--- src/design/thwe_pkg.sv ---
// ----------------------------------------------------------------------------
// Tagged hex word extractor package
// Shared constants, register codes and the front-to-back job record.
// ----------------------------------------------------------------------------
package thwe_pkg;

  // Job queue depth, a power of two
  localparam int unsigned QDepth = 4;
  localparam int unsigned QPtrW  = $clog2(QDepth);
  localparam int unsigned QCntW  = $clog2(QDepth + 1);

  // Result slots of one job, emitted lowest first:
  // tag bytes 0..3 (first tag byte first), plain byte, space, decoded word
  localparam int unsigned NumSlots  = 7;
  localparam int unsigned SlotTag0  = 0;
  localparam int unsigned SlotTag1  = 1;
  localparam int unsigned SlotTag2  = 2;
  localparam int unsigned SlotTag3  = 3;
  localparam int unsigned SlotByte  = 4;
  localparam int unsigned SlotSpace = 5;
  localparam int unsigned SlotWord  = 6;

  localparam logic [31:0] TagReset  = 32'h3A58443A;
  localparam logic [7:0]  SpaceChar = 8'h20;
  localparam logic [3:0]  LastDigit = 4'd15;
  localparam logic [2:0]  WinFull   = 3'd4;

  localparam logic KindByte = 1'b0;
  localparam logic KindWord = 1'b1;

  typedef enum logic {
    CfgTagWord  = 1'b0,
    CfgEchoMode = 1'b1
  } cfg_idx_e;

  typedef logic [NumSlots-1:0] slot_mask_t;

  typedef struct packed {
    slot_mask_t  mask;
    logic [31:0] tag;
    logic [7:0]  ch;
    logic [63:0] word;
  } job_t;

endpackage

--- src/design/tagged_hex_word_extractor_top.sv ---
// ----------------------------------------------------------------------------
// Tagged hex word extractor
// Byte stream filter: passes bytes through a four-byte window and decodes
// the sixteen hex digits that follow a 32-bit tag into a 64-bit word.
// ----------------------------------------------------------------------------
//
//   channel  direction  handshake                 payload
//   -------  ---------  ------------------------  --------------------------
//   cfg      in         cfg_we_i                  cfg_idx_i, cfg_data_i
//   in       in         in_valid_i / in_stall_o   in_byte_i
//   out      out        out_valid_o / out_stall_i out_kind_o, out_payload_o,
//                                                 out_last_o
//
// The front end takes one byte per cycle while the job queue has room; the
// back end sends one result per cycle while the output is not stalled, so a
// byte can cause up to five results and the queue soaks up bursts.
// A result passes through the job queue and then the output register.
// Reset is asynchronous and clears all control state; the tag returns to
// ":XD:" and echo mode to off. No clearing pass follows reset.
// A stalled output holds its request; the front end stalls only on a full queue.
//
module tagged_hex_word_extractor_top (
  input  logic        clk_i,
  input  logic        rst_ni,
  input  logic        cfg_we_i,
  input  logic        cfg_idx_i,
  input  logic [31:0] cfg_data_i,
  input  logic        in_valid_i,
  input  logic [7:0]  in_byte_i,
  output logic        in_stall_o,
  output logic        out_valid_o,
  input  logic        out_stall_i,
  output logic        out_kind_o,
  output logic [63:0] out_payload_o,
  output logic        out_last_o
);
  import thwe_pkg::*;

  // Front to queue: one job per byte that produces output
  job_t push_job;
  logic push;
  // Queue to back: head job and pop
  job_t head_job;
  logic empty, full, pop;

  // Classify each byte: window shifting, tag match, hex field assembly
  thwe_front u_front (
    .clk_i      (clk_i),
    .rst_ni     (rst_ni),
    .cfg_we_i   (cfg_we_i),
    .cfg_idx_i  (cfg_idx_i),
    .cfg_data_i (cfg_data_i),
    .in_valid_i (in_valid_i),
    .in_byte_i  (in_byte_i),
    .in_stall_o (in_stall_o),
    .full_i     (full),
    .push_o     (push),
    .job_o      (push_job)
  );

  // Decouple input rate from output bursts
  thwe_queue u_queue (
    .clk_i   (clk_i),
    .rst_ni  (rst_ni),
    .push_i  (push),
    .job_i   (push_job),
    .pop_i   (pop),
    .head_o  (head_job),
    .empty_o (empty),
    .full_o  (full)
  );

  // Expand each job into its ordered results, mark the last one
  thwe_back u_back (
    .clk_i         (clk_i),
    .rst_ni        (rst_ni),
    .head_i        (head_job),
    .empty_i       (empty),
    .pop_o         (pop),
    .out_stall_i   (out_stall_i),
    .out_valid_o   (out_valid_o),
    .out_kind_o    (out_kind_o),
    .out_payload_o (out_payload_o),
    .out_last_o    (out_last_o)
  );

endmodule

--- src/design/thwe_front.sv ---
// ----------------------------------------------------------------------------
// Tagged hex word extractor front end
// Holds config, the byte window and the field decoder; turns each byte into
// a job that lists the results it causes.
// ----------------------------------------------------------------------------
module thwe_front (
  input  logic          clk_i,
  input  logic          rst_ni,
  input  logic          cfg_we_i,
  input  logic          cfg_idx_i,
  input  logic [31:0]   cfg_data_i,
  input  logic          in_valid_i,
  input  logic [7:0]    in_byte_i,
  output logic          in_stall_o,
  input  logic          full_i,
  output logic          push_o,
  output thwe_pkg::job_t job_o
);
  import thwe_pkg::*;

  logic [31:0] tag_q;
  logic        echo_q;
  logic [31:0] window_q, window_d, win_eff;
  logic [2:0]  fill_q, fill_d, fill_eff;
  logic        in_field_q, in_field_d, field_eff;
  logic [3:0]  cnt_q, cnt_d, cnt_eff;
  logic [63:0] acc_q, acc_d, acc_eff, acc_shift;
  logic        accept, enter, hex_ok;
  logic [3:0]  hex_val;
  job_t        job;

  always_ff @(posedge clk_i or negedge rst_ni) begin
    if (!rst_ni) begin
      tag_q  <= TagReset;
      echo_q <= 1'b0;
    end else if (cfg_we_i) begin
      unique case (cfg_idx_e'(cfg_idx_i))
        CfgTagWord:  tag_q  <= cfg_data_i;
        CfgEchoMode: echo_q <= cfg_data_i[0];
        default: ;
      endcase
    end
  end

  // Hex digit decode, either case
  always_comb begin
    hex_ok  = 1'b1;
    hex_val = in_byte_i[3:0];
    case (in_byte_i) inside
      [8'h30:8'h39]: hex_val = in_byte_i[3:0];
      [8'h41:8'h46],
      [8'h61:8'h66]: hex_val = 4'(in_byte_i[3:0] + 4'd9);
      default:       hex_ok  = 1'b0;
    endcase
  end

  always_comb begin
    accept    = in_valid_i && !full_i;
    // A window matching the tag opens the field on this byte
    enter     = !in_field_q && (window_q == tag_q);
    win_eff   = enter ? '0 : window_q;
    fill_eff  = enter ? '0 : fill_q;
    field_eff = in_field_q || enter;
    cnt_eff   = enter ? '0 : cnt_q;
    acc_eff   = enter ? '0 : acc_q;
    acc_shift = {acc_eff[59:0], hex_val};

    window_d   = win_eff;
    fill_d     = fill_eff;
    in_field_d = field_eff;
    cnt_d      = cnt_eff;
    acc_d      = acc_eff;

    job      = '0;
    job.tag  = tag_q;
    job.ch   = in_byte_i;
    job.word = acc_shift;
    job.mask[SlotTag3:SlotTag0] = {4{enter && echo_q}};

    if (!field_eff) begin
      if (fill_eff == WinFull) begin
        job.mask[SlotByte] = 1'b1;
        job.ch             = win_eff[31:24];
      end else begin
        fill_d = 3'(fill_eff + 3'd1);
      end
      window_d = {win_eff[23:0], in_byte_i};
    end else begin
      job.mask[SlotByte] = echo_q;
      if (!hex_ok) begin
        in_field_d = 1'b0;
        cnt_d      = '0;
        acc_d      = '0;
      end else if (cnt_eff == LastDigit) begin
        job.mask[SlotSpace] = echo_q;
        job.mask[SlotWord]  = 1'b1;
        in_field_d = 1'b0;
        cnt_d      = '0;
        acc_d      = '0;
      end else begin
        acc_d = acc_shift;
        cnt_d = 4'(cnt_eff + 4'd1);
      end
    end
  end

  always_ff @(posedge clk_i or negedge rst_ni) begin
    if (!rst_ni) begin
      window_q   <= '0;
      fill_q     <= '0;
      in_field_q <= 1'b0;
      cnt_q      <= '0;
      acc_q      <= '0;
    end else if (accept) begin
      window_q   <= window_d;
      fill_q     <= fill_d;
      in_field_q <= in_field_d;
      cnt_q      <= cnt_d;
      acc_q      <= acc_d;
    end
  end

  assign in_stall_o = full_i;
  assign push_o     = accept && (|job.mask);
  assign job_o      = job;

endmodule

--- src/design/thwe_queue.sv ---
// ----------------------------------------------------------------------------
// Tagged hex word extractor job queue
// Small register FIFO between the front end and the result sequencer.
// ----------------------------------------------------------------------------
module thwe_queue (
  input  logic           clk_i,
  input  logic           rst_ni,
  input  logic           push_i,
  input  thwe_pkg::job_t job_i,
  input  logic           pop_i,
  output thwe_pkg::job_t head_o,
  output logic           empty_o,
  output logic           full_o
);
  import thwe_pkg::*;

  job_t             mem_q [QDepth];
  logic [QPtrW-1:0] wr_ptr_q, rd_ptr_q;
  logic [QCntW-1:0] count_q;
  logic             do_push, do_pop;

  assign empty_o = (count_q == '0);
  assign full_o  = (count_q == QCntW'(QDepth));
  assign do_push = push_i && !full_o;
  assign do_pop  = pop_i && !empty_o;
  assign head_o  = mem_q[rd_ptr_q];

  always_ff @(posedge clk_i) begin
    if (do_push) begin
      mem_q[wr_ptr_q] <= job_i;
    end
  end

  always_ff @(posedge clk_i or negedge rst_ni) begin
    if (!rst_ni) begin
      wr_ptr_q <= '0;
      rd_ptr_q <= '0;
      count_q  <= '0;
    end else begin
      if (do_push) wr_ptr_q <= QPtrW'(wr_ptr_q + 1'b1);
      if (do_pop)  rd_ptr_q <= QPtrW'(rd_ptr_q + 1'b1);
      if (do_push && !do_pop) begin
        count_q <= QCntW'(count_q + 1'b1);
      end else if (do_pop && !do_push) begin
        count_q <= QCntW'(count_q - 1'b1);
      end
    end
  end

endmodule

--- src/design/thwe_back.sv ---
// ----------------------------------------------------------------------------
// Tagged hex word extractor back end
// Walks the result slots of the head job, one result per cycle while the
// output is not stalled, into the output register.
// ----------------------------------------------------------------------------
module thwe_back (
  input  logic           clk_i,
  input  logic           rst_ni,
  input  thwe_pkg::job_t head_i,
  input  logic           empty_i,
  output logic           pop_o,
  input  logic           out_stall_i,
  output logic           out_valid_o,
  output logic           out_kind_o,
  output logic [63:0]    out_payload_o,
  output logic           out_last_o
);
  import thwe_pkg::*;

  slot_mask_t  done_q, done_d, rem, sel, left;
  logic        out_valid_q, out_valid_d;
  logic        kind_q, kind_d, last_q;
  logic [63:0] payload_q, payload_d;
  logic        advance, emit;

  always_comb begin
    rem     = head_i.mask & ~done_q;
    sel     = rem & slot_mask_t'(~rem + 1'b1);
    left    = rem & ~sel;
    advance = !out_valid_q || !out_stall_i;
    emit    = advance && !empty_i;
    pop_o   = emit && (left == '0);

    done_d = done_q;
    if (emit) begin
      done_d = pop_o ? '0 : (done_q | sel);
    end

    out_valid_d = emit ? 1'b1 : !advance;

    kind_d    = KindByte;
    payload_d = '0;
    if (sel[SlotWord]) begin
      kind_d    = KindWord;
      payload_d = head_i.word;
    end else if (sel[SlotSpace]) begin
      payload_d[7:0] = SpaceChar;
    end else if (sel[SlotByte]) begin
      payload_d[7:0] = head_i.ch;
    end else if (sel[SlotTag3]) begin
      payload_d[7:0] = head_i.tag[7:0];
    end else if (sel[SlotTag2]) begin
      payload_d[7:0] = head_i.tag[15:8];
    end else if (sel[SlotTag1]) begin
      payload_d[7:0] = head_i.tag[23:16];
    end else begin
      payload_d[7:0] = head_i.tag[31:24];
    end
  end

  always_ff @(posedge clk_i or negedge rst_ni) begin
    if (!rst_ni) begin
      done_q      <= '0;
      out_valid_q <= 1'b0;
    end else begin
      done_q      <= done_d;
      out_valid_q <= out_valid_d;
    end
  end

  always_ff @(posedge clk_i) begin
    if (emit) begin
      kind_q    <= kind_d;
      payload_q <= payload_d;
      last_q    <= pop_o;
    end
  end

  assign out_valid_o   = out_valid_q;
  assign out_kind_o    = kind_q;
  assign out_payload_o = payload_q;
  assign out_last_o    = last_q;

endmodule

--- config.mk ---
export PLATFORM = sky130hd
export DESIGN_NAME = tagged_hex_word_extractor_top
export DESIGN_NICKNAME = d
export VERILOG_FILES = /design/src/design/thwe_pkg.sv /design/src/design/tagged_hex_word_extractor_top.sv /design/src/design/thwe_front.sv /design/src/design/thwe_queue.sv /design/src/design/thwe_back.sv
export SDC_FILE = /design/constraint.sdc
export NUM_CORES = 1
export LEC_CHECK = 0
export ABC_AREA = 1
export BUFFER_PORTS_ARGS = -buffer_cell sky130_fd_sc_hd__buf_2
export CAP_MARGIN = 0
export CORE_MARGIN = 1.5
export CORE_UTILIZATION = 30
export DETAILED_ROUTE_END_ITERATION = 10
export PLACE_DENSITY = 0.55
export SYNTH_ARGS = -nofsm -noshare
export SYNTH_HDL_FRONTEND = slang
export SYNTH_HIERARCHICAL = 1
export SYNTH_SLANG_ARGS = --single-unit
export TNS_END_PERCENT = 20
--- constraint.sdc ---
create_clock -name clk_i -period 11.2 [get_ports clk_i]
set_input_delay 1.12 -clock clk_i [delete_from_list [all_inputs] [get_ports clk_i]]
set_output_delay 1.12 -clock clk_i [all_outputs]
set_load 0.02 [all_outputs]
==> results.cfg <==
[clocking]
clkSinkCount = 658
postCtsHoldBufs = 0
clockRootBuffer = clkbuf_16
cts_resized = 0
htreeDepth = 3
postCtsSetupBuffers = 0
cts_tree = done
cts.clk_slew.worst_paths_ns = 0.06
clk_latency_ns = 0.62
clk_path_buf_depth = 3
cts_made_buffers = 75

[sta]
fin_crit_sh_pct = 57.1
rsz0062_at_grt = no
finalCriticalPeriod_ns = 6.40
fmax_mhz = 156
skew_ns = 0.0285
slew_headroom_pct = 28.6
tightest_slew_ns = 1.07
maxSlewViolCount = 0
setup_violations = 0
fin_tns_setup_ns = 0
hold_viol_final = 0

[power_and_ir_drop]
ir_worst_vdd_mv = 0.156
seq_power_share_pct = 39.7
total_power_mw = 7.89
power_frac_comb_pct = 28.6
p_sw_share_pct = 35.0
p_sw_mw = 2.76
internal-power_mw = 5.13
p_leak_nw = 14.1
p_clk_share_pct = 31.7
power.density_nw_per_um2 = 245

[yosys]
synth_area_um2 = 28200
synth_area_leader_cell = edfxtp_1
synth_common_cells = nand2_1, edfxtp_1, inv_1
synth_top_area_share_pct = 54.3
syn_inst = 2538
synthFlopType = edfxtp_1
yosysUniqueCellTypes = 40
synth-seq-cells = 658
synth_async_sr_flop_share_pct = 22.5
synth_edf_count = 510
ys_top_cells_by_area = edfxtp_1, dfrtp_1, nand2_1
synth_seq_area_share_pct = 67.5
yosys_warnings = 6
synth_most_common_cell = nand2_1
syn_avg_cell_area_um2 = 11.1
synth_fp_nets = 2596

[cells_and_area]
drive_gt1_share_pct = 13.1
final_cells = 3950
final_nets = 2693
synthToLayoutAreaGrowth_pct = 14.0
final_util_pct = 34.5
postLayoutCellArea_um2 = 32200
antenna-diode-count = 0

[grt]
grt_overflow = 0
grt_pass1_vias = 16500
grt_usage_pct = 13.6
grt_max_degree = 171
antenna_found_initial = 3
grt_pass1_wl_um = 98600

[setup_path]
end_kind = register
start_kind = register
cp.required_ns = 11.43
crit_fanout = 70
criticalPathCategory = reg2reg
arrival_ns = 6.63

[floorplan]
die_w_um = 310
std_cell_rows = 112
io_pins = 114
dieArea_um2 = 95800
dieHeight_um = 310
core_area_um2 = 93200
floorplan.initialDensity_pct = 30.3

[status]
status = finished, final reports clean

[detailed_routing]
antenna_left = 0
routed_wl_um = 64500
drt-vias-per-instance = 4.34
first_iter_violations = 1050
vias = 17100
wl_per_cell_um = 16.3
drc = 0
first_pass_iters = 5

[hold_path]
hp-class = reg2reg

[placement]
io_buffers = 113
dp.cells = 3812
dp_hpwl_um = 38000
gp_congestion = 0.775
postPlaceCellArea_um2 = 29600

[run]
max-cap-violations = 0
## final cells by class
class	count	area (um2)
Clock buffer	102	2050
Tap cell	1254	1570
Clock inverter	36	497
Timing Repair Buffer	135	737
Inverter	455	1720
Sequential cell	658	19000
Fill cell	9253	61000
Multi-Input combinational cell	1310	6550
## power by group through the flow
stage / logic, mW / registers (mW) / clock network (mW)
final: 2.25 / 3.14 / 2.50
after global routing: 2.53 / 3.17 / 2.65
after CTS: 2.30 / 3.14 / 2.57
after detailed placement: 2.29 / 3.18 / 0
after global placement: 2.28 / 3.18 / 0
after floorplan: 1.57 / 3.28 / 0
## cell usage in the layout, fill, tap and decap left out, drive strengths merged, types with 26 or more instances in the layout
cell      n
buf     135
clkbuf  102
dfrtp   135
edfxtp  510
inv     455
nand2   765
nand3    39
nor2    139
o211ai  222
o21ai    26
o22ai    29
## path summary, 6_finish.rpt
path	endpoint	from	depth (start not counted)	slack, ns
setup / recovery	u_queue/mem_q[3][100]$_DFFE_PP_	u_front/tag_q[27]$_DFFE_PN1P_	17	4.80
hold / removal	u_front/acc_q[22]$_DFFE_PN0P_	u_front/acc_q[22]$_DFFE_PN0P_	2	0.48
setup reg to reg	u_queue/mem_q[3][100]$_DFFE_PP_	u_front/tag_q[27]$_DFFE_PN1P_	17	4.80
hold reg to reg	u_front/acc_q[22]$_DFFE_PN0P_	u_front/acc_q[22]$_DFFE_PN0P_	2	0.48
max in group asynchronous	u_queue/rd_ptr_q[1]$_DFFE_PN0P_	rst_ni	2	9.05
min in group asynchronous	u_front/tag_q[18]$_DFFE_PN0P_	rst_ni	1	0.61
## worst max-delay path: stages (launching register included)
cell and delay [ns]:
dfstp_2 0.57, xnor2_1 0.14, nand2_1 0.08, nor2_1 0.12, nand2_1 0.12, nor2_2 0.21
nand3_2 0.09, buf_4 0.36, nand2_1 0.21, ha_1 0.18, nand4_1 0.62, nand2_1 0.38
o21ai_0 0.15, inv_1 0.16, nand2_1 0.31, nor2_4 0.77, buf_4 0.75, buf_4 0.70
## metrics by stage
stage	hold slack (ns)	setup WS [ns]
6_report	0.476	4.80
5_1_grt	0.494	4.25
4_1_cts	0.481	4.74
3_5_place_dp	0.465	4.77
3_3_place_gp	0.462	4.87
2_1_floorplan	0.449	3.65
## cell families after synthesis
kind of cell / after synthesis / synth area share, %
xor+xnor: 24 / 0.745
mux: 21 / 0.839
buf+inv: 570 / 9.44
compound gates: 296 / 7.43
flops: 658 / 67.5
simple gates: 957 / 13.5
fa+ha+maj: 12 / 0.559
## layer usage
metal | wire length, um | GRT usage (%) | vias to the layer above
li1 | - | - | 8520
met1 | 29300 | 18.0 | 8197
met2 | 31000 | 22.9 | 340
met3 | 2910 | 2.06 | 89
met4 | 1260 | 3.97 | 0
met5 | 0 | 0 | -
## state kept, by name, summed over array words and instances, names as in the netlist
register              count
u_front/in_field_q        1
u_queue/wr_ptr_q          2
u_front/cnt_q             4
u_queue/count_q           3
u_back/out_last_o         1
u_queue/mem_q           444
u_front/window_q         32
u_front/fill_q            3
u_back/done_q             7
u_queue/rd_ptr_q          2
u_back/out_payload_o     64
u_back/out_valid_o        1
u_front/echo_q            1
u_front/tag_q            32
u_front/acc_q            60
u_back/out_kind_o         1
No activity file was read; power rests on OpenSTA's default activity.
